===== config.mk =====
export PLATFORM = sky130hd
export DESIGN_NAME = afhc_div50
export DESIGN_NICKNAME = d
export VERILOG_FILES = /design/src/rtl/core/afhc_pkg.sv /design/src/rtl/core/afhc_div50.sv
export SDC_FILE = /design/constraint.sdc
export NUM_CORES = 1
export LEC_CHECK = 0
export BUFFER_PORTS_ARGS = -buffer_cell sky130_fd_sc_hd__buf_2
export CAP_MARGIN = 20
export CORE_ASPECT_RATIO = 1.5
export CORE_MARGIN = 1
export CORE_UTILIZATION = 49
export DETAILED_ROUTE_END_ITERATION = 6
export GPL_ROUTABILITY_DRIVEN = 0
export PLACE_DENSITY = 0.83
export SLEW_MARGIN = 20
export SYNTH_ARGS = -nofsm -noshare
export SYNTH_HDL_FRONTEND = slang
export SYNTH_SLANG_ARGS = --single-unit
export TNS_END_PERCENT = 30

===== constraint.sdc =====
create_clock -name clk -period 2.3 [get_ports clk]
set_input_delay 0 -clock clk [delete_from_list [all_inputs] [get_ports clk]]
set_output_delay 0 -clock clk [all_outputs]
set_load 0.005 [all_outputs]

===== src/rtl/core/afhc_pkg.sv =====
`timescale 1ns / 1ps
// Shared widths, fixed-point constants and payload types for the frame hold controller.
// No dependencies.

package afhc_pkg;

  localparam int DRAIN_W   = 24;  // drain amount and hold cap
  localparam int GRAD_W    = 18;  // signed Q16 gradient, covers +-1.0
  localparam int MAG_W     = 17;  // |0.5 - average| in Q16
  localparam int FRAC_BITS = 16;  // fractional quotient bits of the gradient
  localparam int EW_W      = 34;  // EWMA accumulator, signed

  localparam int JITTER_DIV = 50;  // jitter is one fiftieth of a frame
  localparam int DIV_REM_W  = 6;   // remainder of a divide by JITTER_DIV

  localparam int EWMA_ALPHA = 1311;   // 0.02 in Q16
  localparam int EWMA_KEEP  = 64225;  // 1.0 - alpha in Q16

  typedef logic [DRAIN_W-1:0]        drain_t;
  typedef logic signed [GRAD_W-1:0]  grad_t;
  typedef logic [MAG_W-1:0]          mag_t;

  localparam drain_t HOLD_CAP_RESET = 24'd60000;
  localparam grad_t  Q_HALF         = 18'sd32768;
  localparam grad_t  Q_ONE          = 18'sd65536;

endpackage


===== src/rtl/core/afhc_div50.sv =====
`timescale 1ns / 1ps
// Bit-serial divide by JITTER_DIV: one quotient bit per cycle, MSB first.
// Depends on afhc_pkg.

module afhc_div50
  import afhc_pkg::*;
#(
  parameter int TIME_WIDTH = 48
) (
  input  logic                  clk,
  input  logic                  rst,
  input  logic                  start,
  input  logic [TIME_WIDTH-1:0] dividend,
  output logic                  done,
  output logic [TIME_WIDTH-1:0] quotient
);

  localparam int CNT_W = $clog2(TIME_WIDTH);

  logic                  busy;
  logic [CNT_W-1:0]      cnt;
  logic [DIV_REM_W-1:0]  rem;
  logic [DIV_REM_W-1:0]  rem_next;
  logic [TIME_WIDTH-1:0] shreg;
  logic [DIV_REM_W:0]    trial;
  logic                  qbit;

  // dividend bits leave at the top while quotient bits enter at the bottom
  always_comb begin
    trial = {rem, shreg[TIME_WIDTH-1]};
    if (trial >= (DIV_REM_W+1)'(JITTER_DIV)) begin
      qbit     = 1'b1;
      rem_next = DIV_REM_W'(trial - (DIV_REM_W+1)'(JITTER_DIV));
    end else begin
      qbit     = 1'b0;
      rem_next = trial[DIV_REM_W-1:0];
    end
  end

  always_ff @(posedge clk) begin
    if (rst) begin
      busy <= 1'b0;
      done <= 1'b0;
      cnt  <= '0;
    end else begin
      done <= 1'b0;
      if (start) begin
        busy <= 1'b1;
        cnt  <= '0;
      end else if (busy) begin
        cnt <= cnt + 1'b1;
        if (cnt == CNT_W'(TIME_WIDTH-1)) begin
          busy <= 1'b0;
          done <= 1'b1;
        end
      end
    end
  end

  always_ff @(posedge clk) begin
    if (start) begin
      rem   <= '0;
      shreg <= dividend;
    end else if (busy) begin
      rem   <= rem_next;
      shreg <= {shreg[TIME_WIDTH-2:0], qbit};
    end
  end

  assign quotient = shreg;

endmodule


; Word-level counts from Yosys, hierarchy flattened
; Cells that the tools add are included.
[totals]
out_inout_bits = 49
in_bits = 51
elab_cells = 21
ff_bits = 62
[classes]
n_eq_ne = 1
order_cmp = 1
n_mux = 8
add_sub_neg = 2
n_reduce_logical = 3
n_bitwise = 1
[op_table]
columns = cell, n
row1 = two-way mux 48 bit, 2
row2 = ">= comparator 7 x 6 -> 1 bit, second input constant", 1
row3 = "adder 6 x 1 -> 6 bit, second input constant", 1
row4 = "equality test 6 bit, second input constant", 1
row5 = two-way mux 6 bit, 1
row6 = "subtractor 6 bit, second input constant", 1
row7 = two-way mux 1 bit, 5
row8 = OR reduction 3 bit, 1
row9 = nonzero test 2 bit, 1
row10 = OR reduction 2 bit, 1
row11 = inverter 1 bit, 1

; Logic depth before layout (Yosys ltp)
; Gate-level depths: netlist (run 1).
[logic_depth]
depth_word = 4
ltp_mapped = 6
depth_no_buf = 6

; Worst setup path before layout (run 1)
; OpenSTA, ideal clock, no wires.
[synth_path]
path_type = flip-flop to flip-flop
start = register busy
end = register shreg[0] (netlist: quotient[0]) (enable)
setup_ns = 0.402
path_buffers = 1
period_less_slack_ns = 1.857
stages_incl_launch_ff = 4
t_required_ns = 1.898
t_arrival_ns = 1.455
path_slack_ns = 0.443
cell_sequence = dfxtp_1 > buf_2 > nor2_1 > inv_1
[synth_via]
elab_chain_cells = 1
[synth_rtl]
columns = element, line_no
row1 = from (decl), afhc_div50.sv:20  ; logic busy;
row2 = from (signal assigned), afhc_div50.sv:42  ; busy <= 1'b0;
row3 = from (signal assigned), afhc_div50.sv:48  ; busy <= 1'b1;
row4 = from (signal assigned), afhc_div50.sv:53  ; busy <= 1'b0;
row5 = nonzero test 2 bit (no source line), n/a
row6 = to (signal assigned), afhc_div50.sv:63  ; shreg <= dividend;
row7 = to (signal assigned), afhc_div50.sv:66  ; shreg <= {shreg[TIME_WIDTH-2:0], qbit};
row8 = to (decl), afhc_div50.sv:24  ; logic [TIME_WIDTH-1:0] shreg;
; No other way between the ends.
; A chain may end at the register's enable or synchronous reset.

; Worst setup path in the final report (run 1)
[layout_path]
start = register rem[1]
end = register rem[1]
[layout_via]
elab_chain_cells = 2
[layout_rtl]
columns = element, line_no
row1 = from (decl), afhc_div50.sv:22  ; logic [DIV_REM_W-1:0] rem;
row2 = from (signal assigned), afhc_div50.sv:65  ; rem <= rem_next;
row3 = >= comparator 7 x 6 -> 1 bit, afhc_div50.sv:31  ; if (trial >= (DIV_REM_W+1)'(JITTER_DIV)) begin
row4 = two-way mux 6 bit, afhc_div50.sv:31
; No other way between the ends.

==> results.json, run 1 <==
{
  "outcome": "complete, no violations",
  "drive_gt1_frac": 0.483,
  "dp_cells": 353,
  "yosysMostFrequentCell": "edfxtp_1",
  "cpMaxStageDelayCell": "or4_1",
  "numCtsBuffers": 9,
  "total_power_w": 0.00268,
  "synth_top_area_frac": 0.520,
  "io_pins": 100,
  "async_flop_share": 0,
  "cp-startpoint": "rem[1]",
  "yosysTopAreaCell": "edfxtp_1",
  "drt-vias-per-instance": 5.15,
  "slew_headroom": 0.686,
  "core_region_area_um2": 5450,
  "fin_setup_tns_ps": 0,
  "synth_simple_gate_area_frac": 0.0840,
  "critPathBufInv": 1,
  "firstDrtPassIters": 6,
  "p_leak_nw": 1.63,
  "cp_top_family": "simple AND/OR/NAND/NOR gates",
  "syn_nets": 246,
  "tightestPinTransition_ps": 472,
  "holdPathEnd": "quotient[25]",
  "synth_compound_area_frac": 0.0397,
  "synth_cells": 193,
  "max_freq_mhz": 590,
  "final_nets": 396,
  "critPathRequiredTime_ps": 2530,
  "period_share": 0.737,
  "die_w_um": 63.4,
  "cp_max_fo": 5,
  "cts_resized": 0,
  "timing.rr.end": "rem[1]",
  "start_kind": "flip-flop",
  "clk_latency_ps": 330,
  "reg2reg_from": "rem[1]",
  "routed-via-count": 2153,
  "drv_cap": 0,
  "peakVddDrop_v": 0.000519,
  "grt_antenna_before_repair": 0,
  "syn_area_um2": 2770,
  "holdPathStages": 2,
  "ant_nets": 0,
  "hold-worst-slack_ps": 314,
  "drt_iter0_markers": 80,
  "ys_top_cells_by_count": "48 x edfxtp_1, 47 x mux2_2, 14 x dfxtp_1",
  "yosysWarnings": 0,
  "ys_ff_latch": 62,
  "min_period_ps": 1700,
  "path_cells": "inv_1, ha_1, nor2b_2, o21bai_1, or4_1, o311ai_1",
  "synth_top_family_by_area": "multiplexers",
  "cts_num_sinks": 62,
  "port_buffers": 99,
  "r2r_cells": 6,
  "synth-xor-area-share": 0.0126,
  "grt_max_degree": 39,
  "min_from": "start",
  "ff_latch_area_um2": 1720,
  "grt_overflow_total": 0,
  "ys_types": 37,
  "clk_pin_slew_ps": 70,
  "final_util": 0.733,
  "cts_tree": "yes",
  "synth_fa_ha_area_frac": 0.00903,
  "cts_root_buf": "clkbuf_8",
  "rsz0062_at_grt": "no",
  "synthTopCellsByArea": "edfxtp_1 52%, mux2_2 19%, dfxtp_1 10%, nor2_1 1.6%, buf_2 1.4%",
  "finalHoldViolations": 0,
  "remaining_drc_errors": 0,
  "syn_avg_cell_area_um2": 14.4,
  "clk_path_buf_depth": 2,
  "r2r_setup_slack_ps": 600,
  "grt_pass1_wl_um": 10400,
  "synth_mux_area_frac": 0.198,
  "path_class": "flip-flop to flip-flop",
  "routed_wl_um": 6800,
  "post_cts_buffers": 0,
  "max_stage_delay_ps": 540,
  "finalMaxSlewViolations": 0,
  "cts_max_level": 3,
  "cts_hold_repair.buffers": 49,
  "skew_ps": 8.75,
  "area_growth_pct": 44.2,
  "num_rows": 33,
  "diodes": 0,
  "globalRouteTotalUtil": 0.236,
  "grt_pass1_vias": 2120,
  "chipHeight_um": 94.1,
  "initial_core_util": 0.508,
  "seq_area_frac_synth": 0.621,
  "setup_viol": 0,
  "end_kind": "flip-flop",
  "post_drt_wl_per_cell_um": 16.3,
  "hp-class": "primary input to flip-flop",
  "power_density_nw_per_um2": 672,
  "die_area_um2": 5960,
  "fillers": 354,
  "worstPathArrival_ps": 1930,
  "multi_input_area_um2": 952,
  "synth_edf_count": 48,
  "dp_hpwl_um": 3880,
  "layout.cells.non_filler": 418,
  "synth_top_flop_cell": "edfxtp_1"
}
-- flip-flops by register name, indices dropped and copies added, names as in the netlist --
name	flops
rem	6
done	1
cnt	6
quotient	48
busy	1
-- report_power, final --
group          internal [W]  switching, W  total, W  leakage (nW)
combinational      0.000238      0.000165  0.000402         0.945
sequential          0.00133     0.0000595   0.00139         0.596
clock              0.000492      0.000400  0.000892        0.0884
total               0.00206      0.000624   0.00268          1.63
-- worst max path at each step --
stage                       end  slack (ps)  cells after the start
detailed placement       rem[1]         630                      6
CTS                      rem[1]         610                      6
global route             rem[2]         460                      6
floorplan           quotient[0]         440                      3
global placement         rem[2]         680                      6
finish                   rem[1]         600                      6
-- layer usage --
layer | wire length, um | track usage | up-vias
met1 | 2600 | 0.256 | 1046
met3 | 305 | 0.0595 | 14
li1 | - | - | 1022
met5 | 0 | 0 | -
met4 | 114 | 0.102 | 0
met2 | 3770 | 0.427 | 71
-- kinds of logic (layout without fill, tap and decap cells) --
logic type                 after synthesis  in the layout
adders and majority gates                2              2
buffers and inverters                   19            174
muxes                                   49             49
AOI/OAI and AO/OA                       16             16
xor gates and xnor gates                 4              4
and+or+nand+nor                         41             41
DFF                                     62             62
-- layout by cell type (no fill, tap or decap), types with 3 or more instances in the layout --
cell type and instances:
buf_2 99, nor3_1 4, nand2_1 5, nor2_1 12, dfxtp_1 14, nand4_1 3, a21oi_1 6, inv_1 5
mux2_2 47, edfxtp_1 48, xor2_1 3, buf_4 3, dlygate4sd3_1 49, clkbuf_8 9, or4_1 3
-- layout make-up --
type / instances / area share
Clock buffer: 11 / 0.0329
Multi-Input combinational cell: 112 / 0.238
Clock inverter: 5 / 0.0125
Tap cell: 70 / 0.0219
Inverter: 6 / 0.00564
Timing Repair Buffer: 152 / 0.258
Sequential cell: 62 / 0.431
-- metrics by stage --
stage,instance area (um^2),setup WS [ps]
final,3990,605
after global routing,3990,465
after CTS,3990,606
after detailed placement,3320,632
after global placement,3320,680
after floorplan,2770,443
No activity file was read; power rests on OpenSTA's default activity.
==> run 2: changes to the inputs <==
Clock period 2.3 ns to 1.8 ns, I/O delays scaled along.
==> run 2 against run 1 <==
Compared with the run above: final area increased by 0.75%; final cell count up 0.24%; first-iteration DRC count rose by 24%; fmax decreased by 1.4%; worst hold slack got worse by 290 ps; wire length increased by 2.7%; die area unchanged; critical endpoint unchanged; highest routed layer unchanged.
==> results.json, run 2 (synthesis gave the netlist of run 1 again) <==
{
  "final_util": 0.738,
  "tightestPinTransition_ps": 389,
  "post_cts_buffers": 0,
  "max_freq_mhz": 582,
  "cts_root_buf": "clkbuf_8",
  "die_w_um": 63.4,
  "setup_viol": 0,
  "grt_antenna_before_repair": 0,
  "grt_pass1_vias": 2189,
  "hp-class": "primary input to flip-flop",
  "p_leak_nw": 1.65,
  "max_stage_delay_ps": 530,
  "numCtsBuffers": 9,
  "cp_num_cells": 6,
  "clk_path_buf_depth": 2,
  "crit_end": "rem[1]",
  "clk_pin_slew_ps": 60,
  "die_area_um2": 5960,
  "grt_pass1_wl_um": 11000,
  "remaining_drc_errors": 0,
  "period_share": 0.955,
  "end_kind": "flip-flop",
  "path_class": "flip-flop to flip-flop",
  "power_density_nw_per_um2": 882,
  "path_cells": "inv_1, ha_2, nor2b_2, o21bai_2, or4_1, o311ai_1",
  "p_comb_frac": 0.148,
  "worstPathArrival_ps": 1930,
  "ant_nets": 0,
  "clk_latency_ps": 330,
  "internal_power_w": 0.00276,
  "num_rows": 33,
  "largest_register_ffs": 48,
  "io_pins": 100,
  "cts_max_level": 3,
  "globalRouteTotalUtil": 0.251,
  "critPathRequiredTime_ps": 2020,
  "p_sw_w": 0.000787,
  "dp_cells": 356,
  "dp_hpwl_um": 3870,
  "cpMaxStageDelayCell": "or4_1",
  "drv_cap": 0,
  "min_period_ps": 1720,
  "core_region_area_um2": 5450,
  "critPathBufInv": 1,
  "final_cell_mix": "99 x buf_2, 48 x dlygate4sd3_1, 48 x edfxtp_1, 47 x mux2_2, 14 x dfxtp_1",
  "peakVddDrop_v": 0.000750,
  "final_nets": 398,
  "holdPathStages": 3,
  "grt_max_degree": 28,
  "initial_core_util": 0.508,
  "cts_num_sinks": 62,
  "routed-via-count": 2158,
  "port_buffers": 99,
  "outcome": "complete, no violations",
  "p_seq_frac": 0.499,
  "r2r_setup_slack_ps": 80,
  "drt_iter0_markers": 99,
  "swShare": 0.222,
  "reg2reg_from": "rem[1]",
  "diodes": 0,
  "r2r_cells": 6,
  "routed_wl_um": 6980,
  "cp_max_fo": 5,
  "chipHeight_um": 94.1,
  "finalHoldViolations": 0,
  "cp-startpoint": "rem[1]",
  "clock_power_share": 0.353,
  "total_power_w": 0.00355,
  "drive_gt1_frac": 0.499,
  "grt_overflow_total": 0,
  "post_drt_wl_per_cell_um": 16.7,
  "start_kind": "flip-flop",
  "final_common_cell": "buf_2",
  "cts_tree": "yes",
  "min_from": "dividend[0]",
  "cp_top_family": "simple AND/OR/NAND/NOR gates",
  "timing.rr.end": "rem[1]",
  "area_growth_pct": 45.3,
  "slew_headroom": 0.740,
  "finalMaxSlewViolations": 0,
  "layout.cells.non_filler": 419,
  "firstDrtPassIters": 4,
  "drt-vias-per-instance": 5.15,
  "skew_ps": 10.8
}
run 2: cell count changes in the layout (fill, tap and decap cells not counted), sizes merged:
| cell | before | now |
|---|---|---|
| clkinv | 3 | 4 |
| buf | 103 | 106 |
| dlygate4sd3 | 49 | 48 |
| clkbuf | 11 | 9 |
| bufinv | 1 | 2 |
| inv | 6 | 5 |
run 2: how the worst min path moves through the flow:
stage	to
finish	quotient[0]
global route	quotient[0]
CTS	quotient[0]
detailed placement	busy
global placement	busy
floorplan	busy
run 2: power groups by stage:
stage / Clock [W] / Combinational [W] / Sequential (W)
2_1_floorplan: 0 / 0.000210 / 0.00180
3_3_place_gp: 0 / 0.000415 / 0.00179
3_5_place_dp: 0 / 0.000423 / 0.00179
4_1_cts: 0.00128 / 0.000506 / 0.00176
5_1_grt: 0.00135 / 0.000566 / 0.00179
6_report: 0.00125 / 0.000524 / 0.00177
run 2: through the flow:
step                      worst slack (ps)  setup TNS [ps]  hold WS, ps  instance area (um^2)
after floorplan                       3.97               0         72.4                  2770
after global placement                 210               0          172                  3340
after detailed placement               145               0          176                  3340
after CTS                              128               0         10.3                  4020
after global routing                 -78.1           -78.1         44.1                  4020
final                                 81.5               0         23.3                  4020
run 2: area by class of cell:
type	count	area [um^2]
well taps	70	87.6
flip-flops and latches	62	1720
clock buffers	9	124
multi-input cells	112	958
inverters	6	26.3
clock inverters	6	77.6
fillers	362	1430
repair buffers	154	1030
run 2: metal layers:
metal,vias up,share of wire,track usage
met5,-,0,0
met4,0,0.015,0.117
met3,7,0.049,0.0619
met2,85,0.56,0.452
met1,1036,0.38,0.272
li1,1030,-,-
run 2: timing repair:
| item | CTS | global route |
|---|---|---|
| hold buffers | 48 | 0 |
| hold endpoints to repair | 48 | 0 |
| gates resized for setup | 0 | 2 |
| endpoints found under the setup margin | 0 | 2 |
run 2: tightest hold or removal path, delay by kind of cell:
| kind | cells | cell delay, ps |
|---|---|---|
| compound gates | 1 | 120 |
| buf+inv | 2 | 100 |
